[src/rtl/pidaw_pkg.sv]
// ----------------------------------------------------------------------------
// pidaw_pkg
// Types, constants and saturation helpers for the PID controller block.
// ----------------------------------------------------------------------------
package pidaw_pkg;

    localparam int DW        = 32;
    localparam int CFG_IDX_W = 3;
    localparam int DVD_W     = 64;
    localparam int DIV_CNT_W = 7;
    localparam int INC_REM_W = 40;

    localparam logic [CFG_IDX_W-1:0] CFG_TARGET = 3'd0;
    localparam logic [CFG_IDX_W-1:0] CFG_PGAIN  = 3'd1;
    localparam logic [CFG_IDX_W-1:0] CFG_IGAIN  = 3'd2;
    localparam logic [CFG_IDX_W-1:0] CFG_DGAIN  = 3'd3;
    localparam logic [CFG_IDX_W-1:0] CFG_DMIN   = 3'd4;
    localparam logic [CFG_IDX_W-1:0] CFG_DMAX   = 3'd5;
    localparam logic [CFG_IDX_W-1:0] CFG_WINDUP = 3'd6;

    localparam logic signed [DW-1:0] RST_TARGET = 32'sd0;
    localparam logic signed [DW-1:0] RST_PGAIN  = 32'sd65536;
    localparam logic signed [DW-1:0] RST_IGAIN  = 32'sd0;
    localparam logic signed [DW-1:0] RST_DGAIN  = 32'sd0;
    localparam logic signed [DW-1:0] RST_DMIN   = 32'sd0;
    localparam logic signed [DW-1:0] RST_DMAX   = 32'sd6553600;
    localparam logic [DW-2:0]        RST_WINDUP = 31'd3276800;

    localparam logic signed [DW-1:0] S32_MAX = 32'sh7FFF_FFFF;
    localparam logic signed [DW-1:0] S32_MIN = 32'sh8000_0000;

    // floor(2^38 / 125): estimate of (mag / 8) / 125 from mag[40:9]
    localparam logic [DW-1:0]        INC_RCP   = 32'd2199023255;
    localparam logic [INC_REM_W-1:0] INC_STEP  = 40'd125;
    localparam logic [INC_REM_W-1:0] INC_STEP2 = 40'd250;
    localparam logic signed [DW:0]   SLOPE_SCALE = 33'sd1000;

    localparam logic [DIV_CNT_W-1:0] SLP_DIV_LEN = 7'd43;
    localparam int                   SLP_DIV_SHIFT = DVD_W - 43;

    typedef enum logic [4:0] {
        ST_IDLE,
        ST_LOAD,
        ST_CHECK,
        ST_MUL_INC,
        ST_MAG_INC,
        ST_RCP_INC,
        ST_REM_INC,
        ST_FIX_INC,
        ST_SUM,
        ST_MUL_SLP,
        ST_START_SLP,
        ST_DIV_SLP,
        ST_MUL_P,
        ST_MUL_I,
        ST_MUL_D,
        ST_ADD_D,
        ST_CLAMP,
        ST_OUT
    } t_state;

    typedef struct packed {
        logic                 start;
        logic [DIV_CNT_W-1:0] len;
    } t_div_ctl;

    typedef struct packed {
        logic busy;
        logic done;
    } t_div_sts;

    function automatic logic signed [DW-1:0] f_sat34(input logic signed [33:0] v);
        if (v[33:31] == 3'b000 || v[33:31] == 3'b111) begin
            return v[DW-1:0];
        end
        return v[33] ? S32_MIN : S32_MAX;
    endfunction

    // floor(p / 65536), saturated
    function automatic logic signed [DW-1:0] f_qsat(input logic signed [63:0] p);
        if (p[63:47] == '0 || p[63:47] == '1) begin
            return p[47:16];
        end
        return p[63] ? S32_MIN : S32_MAX;
    endfunction

    function automatic logic signed [DW-1:0] f_quo_to_s32(input logic [DVD_W-1:0] mag,
                                                         input logic neg);
        if (!neg) begin
            return (mag > 64'h7FFF_FFFF) ? S32_MAX : mag[DW-1:0];
        end
        return (mag > 64'h8000_0000) ? S32_MIN : (~mag[DW-1:0] + 32'd1);
    endfunction

endpackage

[src/rtl/pidaw_div.sv]
// ----------------------------------------------------------------------------
// pidaw_div
// Unsigned restoring divider, one quotient bit per cycle, left-aligned dividend.
// ----------------------------------------------------------------------------
module pidaw_div import pidaw_pkg::*; (
    input  logic              i_clk,
    input  logic              i_rst_n,
    input  t_div_ctl          i_ctl,
    input  logic [DVD_W-1:0]  i_dividend,
    input  logic [DW-1:0]     i_divisor,
    output t_div_sts          o_sts,
    output logic [DVD_W-1:0]  o_quotient
);

    logic                 r_busy, n_busy;
    logic                 r_done, n_done;
    logic [DIV_CNT_W-1:0] r_cnt, n_cnt;
    logic [DVD_W-1:0]     r_dvd, n_dvd;
    logic [DVD_W-1:0]     r_quo, n_quo;
    logic [DW-1:0]        r_rem, n_rem;
    logic [DW-1:0]        r_dsr, n_dsr;

    logic [DW:0]   w_trial;
    logic [DW+1:0] w_diff;
    logic          w_ge;

    assign w_trial = {r_rem, r_dvd[DVD_W-1]};
    assign w_diff  = {1'b0, w_trial} - {2'b00, r_dsr};
    assign w_ge    = ~w_diff[DW+1];

    always_comb begin
        n_busy = r_busy;
        n_done = 1'b0;
        n_cnt  = r_cnt;
        n_dvd  = r_dvd;
        n_quo  = r_quo;
        n_rem  = r_rem;
        n_dsr  = r_dsr;
        if (i_ctl.start) begin
            n_busy = 1'b1;
            n_cnt  = i_ctl.len;
            n_dvd  = i_dividend;
            n_quo  = '0;
            n_rem  = '0;
            n_dsr  = i_divisor;
        end else if (r_busy) begin
            n_dvd = {r_dvd[DVD_W-2:0], 1'b0};
            n_quo = {r_quo[DVD_W-2:0], w_ge};
            n_rem = w_ge ? w_diff[DW-1:0] : w_trial[DW-1:0];
            n_cnt = r_cnt - DIV_CNT_W'(1);
            if (r_cnt == DIV_CNT_W'(1)) begin
                n_busy = 1'b0;
                n_done = 1'b1;
            end
        end
    end

    always_ff @(posedge i_clk) begin
        if (!i_rst_n) begin
            r_busy <= 1'b0;
            r_done <= 1'b0;
        end else begin
            r_busy <= n_busy;
            r_done <= n_done;
        end
    end

    always_ff @(posedge i_clk) begin
        r_cnt <= n_cnt;
        r_dvd <= n_dvd;
        r_quo <= n_quo;
        r_rem <= n_rem;
        r_dsr <= n_dsr;
    end

    assign o_sts.busy = r_busy;
    assign o_sts.done = r_done;
    assign o_quotient = r_quo;

endmodule

[config.mk]
export PLATFORM = sky130hd
export DESIGN_NAME = pidaw_div
export DESIGN_NICKNAME = d
export VERILOG_FILES = /design/src/rtl/pidaw_pkg.sv /design/src/rtl/pidaw_div.sv
export SDC_FILE = /design/constraint.sdc
export NUM_CORES = 1
export LEC_CHECK = 0
export ABC_CLOCK_PERIOD_IN_PS = 3900
export BUFFER_PORTS_ARGS = -buffer_cell sky130_fd_sc_hd__buf_2
export CAP_MARGIN = 20
export CORE_AREA = 2 2 174 176
export DETAILED_ROUTE_END_ITERATION = 10
export DIE_AREA = 0 0 176 178
export PLACE_DENSITY_LB_ADDON = 0.1
export RECOVER_POWER = 100
export SYNTH_ARGS = -nofsm -noshare
export SYNTH_HDL_FRONTEND = slang
export SYNTH_SLANG_ARGS = --single-unit
export TNS_END_PERCENT = 30
[constraint.sdc]
create_clock -name i_clk -period 3.9 [get_ports i_clk]
set_input_delay 0.195 -clock i_clk [delete_from_list [all_inputs] [get_ports i_clk]]
set_output_delay 0.195 -clock i_clk [all_outputs]
set_load 0.02 [all_outputs]
# ---- Yosys cells after proc, flatten, opt, wreduce, memory -nomap -nowiden
# Index checks and enable logic that the tools add are counted.
dict set report word_totals {
  register_bits 201
  inputBits 106
  output_inout_bits 66
  elab_cells 24
}
dict set report op_classes {
  n_addsub 2
  eq_ne 1
  mux 9
  bitwise_logic 3
  reduce_logical 2
}
# op count
set ops {}
lappend ops {{$mux 64} 2}
lappend ops {{$sub 33x32->34} 1}
lappend ops {{$mux 32} 1}
lappend ops {{$mux 7} 2}
lappend ops {{$eq 7x1->1 const B} 1}
lappend ops {{$sub 7x1->7 const B} 1}
lappend ops {{$mux 1} 4}
lappend ops {{$not 1->1} 3}
lappend ops {{$reduce_or 3->1} 1}
lappend ops {{$reduce_bool 2->1} 1}

# ---- Logic depth before layout (Yosys ltp)
# Gate-level depths: netlist of run 1.
dict set report depth {
  ltp_word 4
  depth_mapped 14
  mapped_depth_nobuf 13
}

# ---- Least setup slack after synthesis of run 1
# No wires, ideal clock.
dict set report synth_path {
  path_kind {register to register}
  from {register r_dsr[18]}
  to {register r_rem[10]}
  setup_ns 0.117
  arrival_time_ns 2.899
  path_slack_ns 0.884
  stages_incl_launch_ff 14
  path_buffers 2
  cell_sequence {edfxtp_1 inv_1 ha_1 buf_6 a211o_1 a21oi_2 o21ai_1 a221o_1 a22o_1 a31o_4 o41a_1 buf_6 mux2_4 a22o_1}
}
dict set report synth_via {
  elab_chain_cells 2
}
# item line
set synth_lines {}
lappend synth_lines {{start: declaration} pidaw_div.sv:21} ;# logic [DW-1:0] r_dsr, n_dsr;
lappend synth_lines {{start signal: assignment} pidaw_div.sv:73} ;# r_dsr <= n_dsr;
lappend synth_lines {{$sub 33x32->34} pidaw_div.sv:28} ;# assign w_diff = {1'b0, w_trial} - {2'b00, r_dsr};
lappend synth_lines {{$mux 32} pidaw_div.sv:49} ;# n_rem = w_ge ? w_diff[DW-1:0] : w_trial[DW-1:0];
lappend synth_lines {{end signal: assignment} pidaw_div.sv:72} ;# r_rem <= n_rem;
lappend synth_lines {{end: declaration} pidaw_div.sv:20} ;# logic [DW-1:0] r_rem, n_rem;
# No other way between the ends.
# A chain may end at the register's enable or synchronous reset.

# ---- Final worst setup path of run 1
dict set report layout_path {
  from {register r_dsr[18]}
  to {register r_rem[7]}
}
# Same word-level chain as after synthesis.

==> results of run 1 <==
[flip-flops by register name, indices dropped and copies added, names as in the netlist]
register,cells
r_rem,32
r_dvd,64
r_cnt,7
o_quotient,64
r_dsr,32
r_busy,1
r_done,1
[worst reg2reg max path, delay by kind of cell, from the launching register on]
| kind | cells | cell delay, ns |
|---|---|---|
| flops | 1 | 0.32 |
| mux | 1 | 0.17 |
| compound gates | 8 | 2.06 |
| fa+ha+maj | 1 | 0.37 |
| buf+inv | 2 | 0.36 |
[placed cells by master (no fill, tap or decap), types with 10 or more instances in the layout]
cell	synthesis	layout
dfxtp_1	98	98
a211oi_1	13	13
xor2_1	10	10
edfxtp_1	103	103
o21ai_0	26	29
nor2_1	111	111
clkbuf_16	0	27
buf_2	0	103
mux2i_1	77	77
a21oi_1	32	33
ha_1	34	34
xnor2_1	18	18
inv_1	48	47
buf_4	4	10
nand2_1	50	50
dlygate4sd3_1	0	104
mux2_2	63	62
clkbuf_1	36	74
[final timing paths]
kind | startpoint | end | slack [ns] | depth (start not counted)
worst max register to register | r_dsr[18]$_DFFE_PP_ | r_rem[7]$_SDFFE_PP0P_ | 0.39 | 12
worst min register to register | r_rem[31]$_SDFFE_PP0P_ | r_rem[31]$_SDFFE_PP0P_ | 0.48 | 2
worst max-delay path | r_dsr[18]$_DFFE_PP_ | r_rem[7]$_SDFFE_PP0P_ | 0.39 | 12
worst min-delay path | i_ctl[7] | o_quotient[24]$_SDFFE_PP0P_ | 0.18 | 2
[where the power goes]
part	leakage, nW	switching [W]	internal, W
combinational	2.81	0.000400	0.000390
clock	0.413	0.000917	0.00137
sequential	1.82	0.0000673	0.00238
[stage by stage]
stage,util,instance area (um2),hold slack (ns)
CTS,0.430,12700,0.157
global route,0.427,12600,0.184
finish,0.427,12600,0.183
global placement,0.367,10800,0.373
floorplan,-,9540,0.294
detailed placement,0.367,10800,0.373
[synth_stat cells (all sizes together) (3+ instances only)]
cell and instances:
nor2 111, edfxtp 103, dfxtp 98, mux2i 77, mux2 65, nand2 50
inv 48, clkbuf 36, ha 34, a21oi 33, o21ai 33, xnor2 18
a211oi 13, buf 10, xor2 10, a21o 9, a311oi 9, nor3 8
nand4 7, nor2b 7, o21a 7, a32oi 6, nand3 6, nand2b 4
a22o 3, and3 3, o22ai 3, or3 3
[final cells by class]
class	count	share of cell area
Sequential cell	201	0.403
Clock buffer	39	0.0615
Clock inverter	7	0.00429
Timing Repair Buffer	288	0.152
Inverter	48	0.0144
Tap cell	390	0.0389
Multi-Input combinational cell	558	0.326
[per-layer routing]
| metal | global-route usage | part of all wire | vias to the layer above |
|---|---|---|---|
| li1 | - | - | 3618 |
| met2 | 0.247 | 0.46 | 160 |
| met4 | 0.0424 | 0.024 | 0 |
| met3 | 0.0307 | 0.052 | 35 |
| met1 | 0.197 | 0.46 | 3377 |
| met5 | 0 | 0 | - |
[kinds of logic after synthesis]
kind of cell / Yosys count / synth area share
AND/OR/NAND/NOR: 210 / 0.0951
XOR/XNOR: 28 / 0.0257
multiplexers: 142 / 0.158
flip-flops: 201 / 0.530
AO/OA/AOI/OAI: 143 / 0.104
adder cells (fa/ha/maj): 35 / 0.0467
buffers and inverters: 94 / 0.0401
==> summary.txt, run 1 <==
Setup path
  – Critical path's largest stage delay: between 0.5 and 0.6 ns
  – Critical path class: register to register
  – Largest delay contributor family on the critical path: compound AO/OA/AOI/OAI gates
  – Crit end category: register
  – CP max-delay cell: o41a_1
  – Crit path max fanout: 12
  – Worst Path Required: between 4 and 5 ns
  – Buf/Inv on CP: 2
  – Arrival time worst endpoint: 3.78 ns
  – Critical Path Start Type: register
  – Worst-path cell chain: inv_1 > ha_1 > a211o_1 > a21oi_1 > o21ai_0 > a221o_1 > a22o_1 > a31o_4 > o41a_1 > buf_4 > mux2i_1 > a211oi_1

Power
  – LEAKAGE: about 5.0 nW
  – VDD IR max: between 0.2 and 0.3 mV
  – Power per Cell Area: 440 nW/um2
  – Power, Total: around 0.0055 W

Synthesis
  – Library cells used by synthesis: 61
  – Yosys synthesis warning count: 0
  – Largest cells by area after synthesis: edfxtp_1, dfxtp_1, mux2i_1, mux2_2, ha_1
  – Post-synth EDFFs: roughly 100
  – Avg Cell Area, Syn: 11.2 um2
  – Synth Instances: about 850
  – Synth area leader: edfxtp_1
  – Syn_nets: a little under 1k
  – Post-synth ARST share: 0
  – Synthesized area: roughly 9500 um2
  – Sequential area share after synthesis: 0.530
  – Share of the synthesized area in the top cell type: 0.324
  – Main flop type after synthesis: edfxtp_1
  – Register bit total from synthesis: approximately 200

GRT
  – Antenna violations before repair: 0
  – First-pass GRT wire length: about 38000 um
  – Total track usage: 0.149
  – Pin count of the biggest net entering global routing: ~80
  – GRT overflow: 0
  – Vias in the first global route: 7380

Outcome
  – Outcome: finished, violations left
  – Failing checks: max-capacitance violations, max-slew violations

Timing
  – Final setup fails: 0
  – Tcrit/Tclk final: 0.900
  – RSZ-0062 raised after global routing: false
  – Slew Viols, Final: 180
  – Max Clk Rate: between 0.2 and 0.3 GHz
  – Slew HR: -0.735
  – Fin crit period: around 3.5 ns
  – TNS Setup: 0 ns
  – Final hold violations: 0
  – Max Clock Skew: approximately 0.0085 ns
  – Setup ws final: between 0.3 and 0.4 ns
  – Worst-margin pin slew: between 2 and 3 ns

Detailed routing
  – Detailed Route WL: 23500 um
  – Wirelength per Cell: 15.3 um
  – Vias: 7190
  – Vias per Instance: 4.70
  – Remaining routing DRC violations: 0
  – Starting DRT DRC Count: between 300 and 400
  – Drt first pass iters: 4
  – Remaining antenna violation count: 0

Place
  – Port bufs: 171
  – Post-Place Cells: approximately 1.4k
  – Final HPWL DP: 15800 um
  – Dpl ws: about 0.46 ns
  – Routability cong.: slightly below 0.8

Cells and area
  – Final Non-Filler Cells: about 1.5k
  – Area of the multi-input gates: ~4100 um2
  – FF+latch area: approximately 5100 um2
  – Area Growth Syn to Fin: 31.6%
  – Fin nets: ~1.3k
  – Fillers: around 3k
  – Layout cells sized above 1: 0.199
  – Ant diodes: 0

Floorplan
  – Site Rows: 63
  – I/O Pins: about 170
  – Die ar.: around 31000 um2
  – Die Span Y: between 150 and 200 um
  – Initial Utilization: 0.324
  – Core area: a little under 30000 um2
  – Die Width: approximately 180 um

Clocking
  – CTS Hold Bufs: roughly 100
  – Root buffer cell: clkbuf_16
  – Max Buffers Root-to-Sink: 3
  – CTS resizes: 0
  – Worst-path clk slew: 0.06 ns
  – CTS tree: yes
  – H-tree Lvls: 1
  – TritonCTS buffer count: 25
  – Clk sinks: 201
  – Post-CTS setup repair buffer count: 0
  – Worst-Skew Late Latency: between 0.5 and 0.6 ns

Job
  – Max_cap viols: 3

Worst hold path
  – Worst hold path type: input port to register
(Power assumes the default switching activity.)
==> inputs of run 2 (changes only) <==
==> constraint.sdc (replaced) <==
create_clock -name i_clk -period 3.9 [get_ports i_clk]
set_input_delay 0.39 -clock i_clk [delete_from_list [all_inputs] [get_ports i_clk]]
set_output_delay 0.39 -clock i_clk [all_outputs]
set_load 0.02 [all_outputs]
==> run 2 against run 1 <==
The flow still finishes with violations (max-capacitance violations, max-slew violations). Non-clock buffer count down 103. Register-to-register slack better by 0.04 ns. Setup slack better by 0.044 ns. Critical path depth unchanged. Largest cell class unchanged. Critical path type unchanged.
==> summary.txt, run 2 (synthesized netlist as in run 1, its figures left out) <==
Outcome
  – Outcome: finished, violations left (unchanged)
  – Failing checks: max-capacitance violations, max-slew violations (unchanged)

Floorplan
  – Die Span Y: 178 um (unchanged)
  – Core area: 29400 um2 (unchanged)
  – Die ar.: 31300 um2 (unchanged)
  – Site Rows: 63 (unchanged)
  – Die Width: 176 um (unchanged)
  – Initial Utilization: 0.324 (unchanged)
  – I/O Pins: 172 (unchanged)

Setup path
  – Worst-path cell chain: inv_1 > ha_1 > a211o_1 > a21oi_2 > o21ai_1 > a221o_1 > a22o_1 > a31o_4 > o41a_1 > buf_4 > mux2i_1 > a211oi_1 (was inv_1 > ha_1 > a211o_1 > a21oi_1 > o21ai_0 > a221o_1 > a22o_1 > a31o_4 > o41a_1 > buf_4 > mux2i_1 > a211oi_1)
  – Crit end category: register (unchanged)
  – R2R depth: 12 (unchanged)
  – Critical path's largest stage delay: 0.57 ns (was 0.58 ns)
  – CP max-delay cell: o41a_1 (unchanged)
  – Crit path max fanout: 12 (unchanged)
  – Reg2reg start: r_dsr[18]$_DFFE_PP_ (unchanged)
  – Critical path class: register to register (unchanged)
  – Worst Path Required: 4.30 ns (was 4.18 ns)
  – Worst r2r dst: r_rem[7]$_SDFFE_PP0P_ (unchanged)
  – Arrival time worst endpoint: 3.86 ns (was 3.78 ns)
  – Flop2flop setup slack: 0.44 ns (was 0.39 ns)
  – Critical Path Start: r_dsr[18]$_DFFE_PP_ (unchanged)
  – Critical Path Start Type: register (unchanged)
  – CP Capture Point: r_rem[7]$_SDFFE_PP0P_ (unchanged)

Timing
  – Final setup fails: 0 (unchanged)
  – Slew Viols, Final: 79 (was 180)
  – Final hold violations: 0 (unchanged)
  – Tcrit/Tclk final: 0.888 (was 0.900)
  – RSZ-0062 raised after global routing: false (unchanged)
  – Worst-margin pin slew: 1.84 ns (was 2.60 ns)
  – Max Clk Rate: 0.289 GHz (was 0.285 GHz)
  – Fin Hold WS: 0.0365 ns (was 0.183 ns)
  – Max Clock Skew: 0.0190 ns (was 0.00847 ns)
  – TNS Setup: 0 ns (unchanged)
  – Slew HR: -0.226 (was -0.735)
  – Fin crit period: 3.46 ns (was 3.51 ns)

Clocking
  – Post-CTS setup repair buffer count: 0 (unchanged)
  – TritonCTS buffer count: 25 (unchanged)
  – Worst-path clk slew: 0.06 ns (about the same)
  – Clk sinks: 201 (unchanged)
  – CTS tree: yes (unchanged)
  – Max Buffers Root-to-Sink: 3 (unchanged)
  – H-tree Lvls: 1 (unchanged)
  – Root buffer cell: clkbuf_16 (unchanged)
  – Worst-Skew Late Latency: 0.54 ns (was 0.53 ns)

Worst hold path
  – Worst hold path type: input port to register (unchanged)

Detailed routing
  – Drt first pass iters: 4 (unchanged)
  – Remaining routing DRC violations: 0 (unchanged)
  – Vias per Instance: 4.76 (was 4.70)
  – Detailed Route WL: 22800 um (was 23500 um)
  – Starting DRT DRC Count: 342 (was 333)
  – Wirelength per Cell: 15.9 um (was 15.3 um)
  – Remaining antenna violation count: 0 (unchanged)
  – Vias: 6820 (was 7190)

Cells and area
  – Fillers: 2970 (was 2914)
  – Area Growth Syn to Fin: 20.2% (was 31.6%)
  – Fin nets: 1160 (was 1263)
  – FF+latch area: 5050 um2 (unchanged)
  – Layout cells sized above 1: 0.212 (was 0.199)
  – Commonest cells after routing, fill and taps aside: nor2_1, buf_2, edfxtp_1 (was nor2_1, dlygate4sd3_1, buf_2, edfxtp_1, dfxtp_1)
  – Final Non-Filler Cells: 1432 (was 1531)
  – Commonest non-fill, non-tap cell in the layout: nor2_1 (unchanged)
  – Area of the multi-input gates: 4090 um2 (about the same)

Power
  – VDD IR max: 0.303 mV (was 0.296 mV)
  – Power per Cell Area: 466 nW/um2 (was 440 nW/um2)
  – LEAKAGE: 4.58 nW (was 5.05 nW)
  – Power, Total: 0.00535 W (was 0.00552 W)

GRT
  – GRT overflow: 0 (unchanged)
  – Antenna violations before repair: 6 (was 0)
  – Vias in the first global route: 6894 (was 7380)
  – Pin count of the biggest net entering global routing: 79 (unchanged)
  – First-pass GRT wire length: 36600 um (was 38000 um)
  – Total track usage: 0.145 (was 0.149)

Place
  – Post-Place Cells: 1380 (was 1381)
  – Routability cong.: 0.770 (was 0.771)
  – Port bufs: 171 (unchanged)
  – Final HPWL DP: 15600 um (was 15800 um)

Job
  – Max_cap viols: 2 (was 3)
-- run 2: changes by cell type in the layout (fill, tap and decap cells not counted), sizes merged --
cell and delta:
clkbuf -5, inv -1, dlygate4sd3 -102, diode +4, buf -4, bufinv +1
clkinv +8
-- run 2: worst min-delay path by stage --
stage / start / end / slack (ns) / depth (start not counted)
3_3_place_gp: r_rem[31]$_SDFFE_PP0P_ / r_rem[31]$_SDFFE_PP0P_ / 0.47 / 2
3_5_place_dp: o_quotient[63]$_SDFFE_PP0P_ / o_quotient[63]$_SDFFE_PP0P_ / 0.48 / 2
6_report: i_divisor[2] / r_dsr[2]$_DFFE_PP_ / 0.04 / 1
2_1_floorplan: r_rem[31]$_SDFFE_PP0P_ / r_rem[31]$_SDFFE_PP0P_ / 0.45 / 2
5_1_grt: i_divisor[9] / r_dsr[9]$_DFFE_PP_ / 0.01 / 1
4_1_cts: i_divisor[9] / r_dsr[9]$_DFFE_PP_ / 0.009 / 1
-- run 2: metrics by stage --
step                utilization  setup WS [ns]  cell area (um2)
floorplan                     -          0.884             9540
global route              0.390          0.168            11500
CTS                       0.394          0.436            11600
global placement          0.367          0.521            10800
finish                    0.390          0.436            11500
detailed placement        0.367          0.452            10800
-- run 2: final cells by class --
| type | count | share of cell area |
|---|---|---|
| clock buffer | 31 | 0.0583 |
| antenna | 4 | 0.000873 |
| timing repair buffer | 185 | 0.0759 |
| sequential | 201 | 0.441 |
| multi-input combinational | 558 | 0.357 |
| tap | 390 | 0.0425 |
| clock inverter | 15 | 0.00938 |
| inverter | 48 | 0.0157 |
-- run 2: repair_timing --
item	CTS	global route
resized for setup	0	0
hold buffers	2	0
endpoints found under the hold margin	2	0
-- run 2: layer usage --
layer | wire length (um) | vias to the layer above | GRT usage
met4 | 584 | 6 | 0.0403
li1 | - | 3430 | -
met2 | 10100 | 155 | 0.224
met5 | 39 | - | 0
met1 | 10300 | 3187 | 0.192
met3 | 1750 | 42 | 0.0516
-- run 2: power by group --
group	internal (W)	total, W	switching [W]
clock	0.00128	0.00220	0.000917
sequential	0.00238	0.00244	0.0000629
combinational	0.000317	0.000703	0.000386
total	0.00398	0.00535	0.00137
-- run 2: critical path: cells and delay by family (launching register included) --
family / cells / cell delay [ns]
buf+inv: 2 / 0.35
flops: 1 / 0.33
fa+ha+maj: 1 / 0.36
mux: 1 / 0.13
compound gates: 8 / 2.16
==> inputs of run 3 (changes only) <==
--- a/config.mk
+++ b/config.mk
@@ -5,12 +5,13 @@
 export SDC_FILE = /design/constraint.sdc
 export NUM_CORES = 1
 export LEC_CHECK = 0
+export ABC_AREA = 1
 export ABC_CLOCK_PERIOD_IN_PS = 3900
 export BUFFER_PORTS_ARGS = -buffer_cell sky130_fd_sc_hd__buf_2
 export CAP_MARGIN = 20
-export CORE_AREA = 2 2 174 176
+export CORE_AREA = 2 2 179 181
 export DETAILED_ROUTE_END_ITERATION = 10
-export DIE_AREA = 0 0 176 178
+export DIE_AREA = 0 0 181 183
 export PLACE_DENSITY_LB_ADDON = 0.1
 export RECOVER_POWER = 100
 export SYNTH_ARGS = -nofsm -noshare
==> run 3 against run 2 <==
The run still ends with max-capacitance violations, max-slew violations left. Critical path depth is 9 lower. Global-route usage is 1.7 points higher. Clock skew is 0.015 ns lower. Clock power is 4% higher. Sequential share of layout area is 3.1 points lower. Highest routed layer unchanged. Final area is 7.7% higher. Sequential power is 2% lower. First-iteration DRC count is 36% higher. Routed wire length is 18% higher. Worst hold slack worse by 0.0092 ns.
==> summary.txt, run 3 <==
Synthesis
  – Synth Instances: 1335 (was 853)
  – Library cells used by synthesis: 34 (was 61)
  – Register bit total from synthesis: 201 (unchanged)
  – Adder-Cell Fraction of Synth Area: 0.0436 (was 0.0467)
  – Largest cells by area after synthesis: edfxtp_1, nand2_1, dfxtp_1, inv_1, ha_1 (was edfxtp_1, dfxtp_1, mux2i_1, mux2_2, ha_1)
  – Syn_nets: 1476 (was 994)
  – Count leader, synth: nand2_1 (was nor2_1)
  – Mux share of post-synthesis cell area: 0 (was 0.158)
  – Post-synth EDFFs: 103 (unchanged)
  – Post-synth top cells: nand2_1, inv_1, edfxtp_1 (was nor2_1, edfxtp_1, dfxtp_1)
  – Post-synth ARST share: 0 (unchanged)
  – Synth Area in Compound Gates: 0.0536 (was 0.104)
  – XOR/XNOR Fraction of Synth Area: 0.0146 (was 0.0257)
  – Share of the synthesized area in the top cell type: 0.303 (was 0.324)
  – Synth area leader: edfxtp_1 (unchanged)
  – Main flop type after synthesis: edfxtp_1 (unchanged)
  – Simple-Gate Fraction of Synth Area: 0.289 (was 0.0951)
  – Avg Cell Area, Syn: 7.66 um2 (was 11.2 um2)
  – Sequential area share after synthesis: 0.495 (was 0.530)
  – Largest family of logic cells by synthesized area: simple AND/OR/NAND/NOR gates (was multiplexers)
  – Synthesized area: 10200 um2 (was 9540 um2)
  – Yosys synthesis warning count: 0 (unchanged)

Timing
  – Fin crit period: 3.03 ns (was 3.46 ns)
  – RSZ-0062 raised after global routing: false (unchanged)
  – Max Clock Skew: 0.00421 ns (was 0.0190 ns)
  – TNS Setup: 0 ns (unchanged)
  – Max Clk Rate: 0.330 GHz (was 0.289 GHz)
  – Slew Viols, Final: 87 (was 79)
  – Final hold violations: 0 (unchanged)
  – Tcrit/Tclk final: 0.777 (was 0.888)
  – Final setup fails: 0 (unchanged)
  – Setup ws final: 0.872 ns (was 0.436 ns)
  – Slew HR: -0.223 (was -0.226)
  – Worst-margin pin slew: 1.83 ns (was 1.84 ns)

Setup path
  – Arrival time worst endpoint: 3.25 ns (was 3.86 ns)
  – Critical Path Start Type: input port (was register)
  – Worst Path Required: 4.12 ns (was 4.30 ns)
  – Crit path max fanout: 86 (was 12)
  – Critical path class: input port to register (was register to register)
  – Crit end category: register (unchanged)

Cells and area
  – Commonest cells after routing, fill and taps aside: nand2_1, inv_1, edfxtp_1 (was nor2_1, buf_2, edfxtp_1)
  – Area Growth Syn to Fin: 20.8% (was 20.2%)
  – Final Cell Area: 12300 um2 (was 11500 um2)
  – Layout cells sized above 1: 0.110 (was 0.212)
  – Layout Utilization: 0.395 (was 0.390)
  – Commonest non-fill, non-tap cell in the layout: nand2_1 (was nor2_1)
  – Fin nets: 1654 (was 1160)

Floorplan
  – Die ar.: 33100 um2 (was 31300 um2)
  – Die Width: 181 um (was 176 um)
  – I/O Pins: 172 (unchanged)
  – Die Span Y: 183 um (was 178 um)
  – Site Rows: 65 (was 63)
  – Initial Utilization: 0.327 (was 0.324)
  – Core area: 31200 um2 (was 29400 um2)

Place
  – Dpl ws: 1.26 ns (was 0.452 ns)
  – Routability cong.: 0.867 (was 0.770)
  – Placed cell area: 11500 um2 (was 10800 um2)
  – Final HPWL DP: 19000 um (was 15600 um)
  – Port bufs: 171 (unchanged)

GRT
  – Antenna violations before repair: 8 (was 6)
  – Most Crowded Layer GR: met2 (unchanged)
  – Met2 GRT Util: 0.267 (was 0.224)
  – Met1 Use GR: 0.209 (was 0.192)
  – Pin count of the biggest net entering global routing: 87 (was 79)
  – Global routing usage on met3: 0.0500 (was 0.0516)
  – Vias in the first global route: 8426 (was 6894)
  – GRT overflow: 0 (unchanged)
  – Total track usage: 0.162 (was 0.145)
  – First-pass GRT wire length: 43700 um (was 36600 um)

Detailed routing
  – Remaining antenna violation count: 0 (unchanged)
  – Drt first pass iters: 5 (was 4)
  – Starting DRT DRC Count: 464 (was 342)
  – Wirelength per Cell: 13.8 um (was 15.9 um)
  – Vias per Instance: 4.42 (was 4.76)
  – Detailed Route WL: 26800 um (was 22800 um)
  – Vias: 8569 (was 6820)
  – Remaining routing DRC violations: 0 (unchanged)

Worst hold path
  – Worst hold path type: input port to register (unchanged)

Power
  – Power per Cell Area: 413 nW/um2 (was 466 nW/um2)
  – LEAKAGE: 5.98 nW (was 4.58 nW)
  – VDD IR max: 0.310 mV (was 0.303 mV)
  – Power, Total: 0.00510 W (was 0.00535 W)

Clocking
  – TritonCTS buffer count: 24 (was 25)
  – Worst-Skew Late Latency: 0.54 ns (about the same)
  – Worst-path clk slew: 0.06 ns (about the same)
  – CTS resizes: 0 (unchanged)
  – H-tree Lvls: 1 (unchanged)
  – Root buffer cell: clkbuf_16 (unchanged)
  – Clk sinks: 201 (unchanged)
  – Max Buffers Root-to-Sink: 3 (unchanged)
  – CTS tree: yes (unchanged)

Outcome
  – Outcome: finished, violations left (unchanged)
  – Failing checks: max-capacitance violations, max-slew violations (unchanged)

Job
  – Max_cap viols: 2 (unchanged)
-- run 3: cell count changes after synthesis, moves of 8 or more --
cell      before  now
nand2_1       50  544
inv_1         48  228
mux2i_1       77    0
mux2_2        63    0
nor2_1       111   49
o22ai_1        3   62
nand3_1        6   59
nand3b_1       2   22
o21ai_0       26    7
a211oi_1      13    0
a21oi_1       32   20
nand2_2        0   12
a21o_1         9    0
a311oi_1       8    0
-- run 3: worst paths after layout --
kind / startpoint / endpoint / slack [ns] / depth (start not counted)
setup / recovery: i_ctl[7] / r_cnt[1]$_DFFE_PP_ / 0.87 / 3
hold / removal: i_divisor[5] / r_dsr[5]$_DFFE_PP_ / 0.03 / 1
setup reg to reg: r_dsr[8]$_DFFE_PP_ / r_rem[27]$_SDFFE_PP0P_ / 1.15 / 14
hold reg to reg: o_quotient[63]$_SDFFE_PP0P_ / o_quotient[63]$_SDFFE_PP0P_ / 0.46 / 2
-- run 3: kinds of logic after synthesis --
kind of cell             count (synthesis)
AND/OR/NAND/NOR                        714
buffers and inverters                  275
flip-flops                             201
AO/OA/AOI/OAI                           93
adder cells (fa/ha/maj)                 35
XOR/XNOR                                17
-- run 3: cell type report --
class                           instances  area [um2]
Sequential cell                       201        5050
Clock buffer                           29         671
Timing Repair Buffer                  196        1000
Antenna cell                            6        15.0
Clock inverter                         15         150
Inverter                              231         870
Tap cell                              402         503
Fill cell                            3390       18900
Multi-Input combinational cell        859        4080
-- run 3: where the power goes --
group | internal [W] | total [W] | switching (W)
registers | 0.00235 | 0.00239 | 0.0000324
logic | 0.000156 | 0.000425 | 0.000269
clock network | 0.00136 | 0.00229 | 0.000928
total | 0.00387 | 0.00510 | 0.00123
-- run 3: worst max-delay path, stage by stage --
cell,delay [ns]
clkbuf_1,1.05
clkbuf_2,1.47
o21ai_0,0.25
-- run 3: stage by stage --
step	instances	hold WS, ns
4_1_cts	1933	0.000493
6_report	1939	0.0272
3_5_place_dp	1872	0.448
2_1_floorplan	1335	0.444
3_3_place_gp	1872	0.436
5_1_grt	1935	0.00628
-- run 3: layer usage --
metal	vias up	share of wire
met1	3828	0.46
met4	4	0.020
met5	-	0.00078
met3	33	0.076
li1	4535	-
met2	169	0.45
-- run 3: timing repair --
item / in CTS / in global routing
endpoints found under the hold margin: 17 / 0
endpoints found under the setup margin: 0 / 0
hold buffers: 17 / 0
setup buffers: 0 / 0
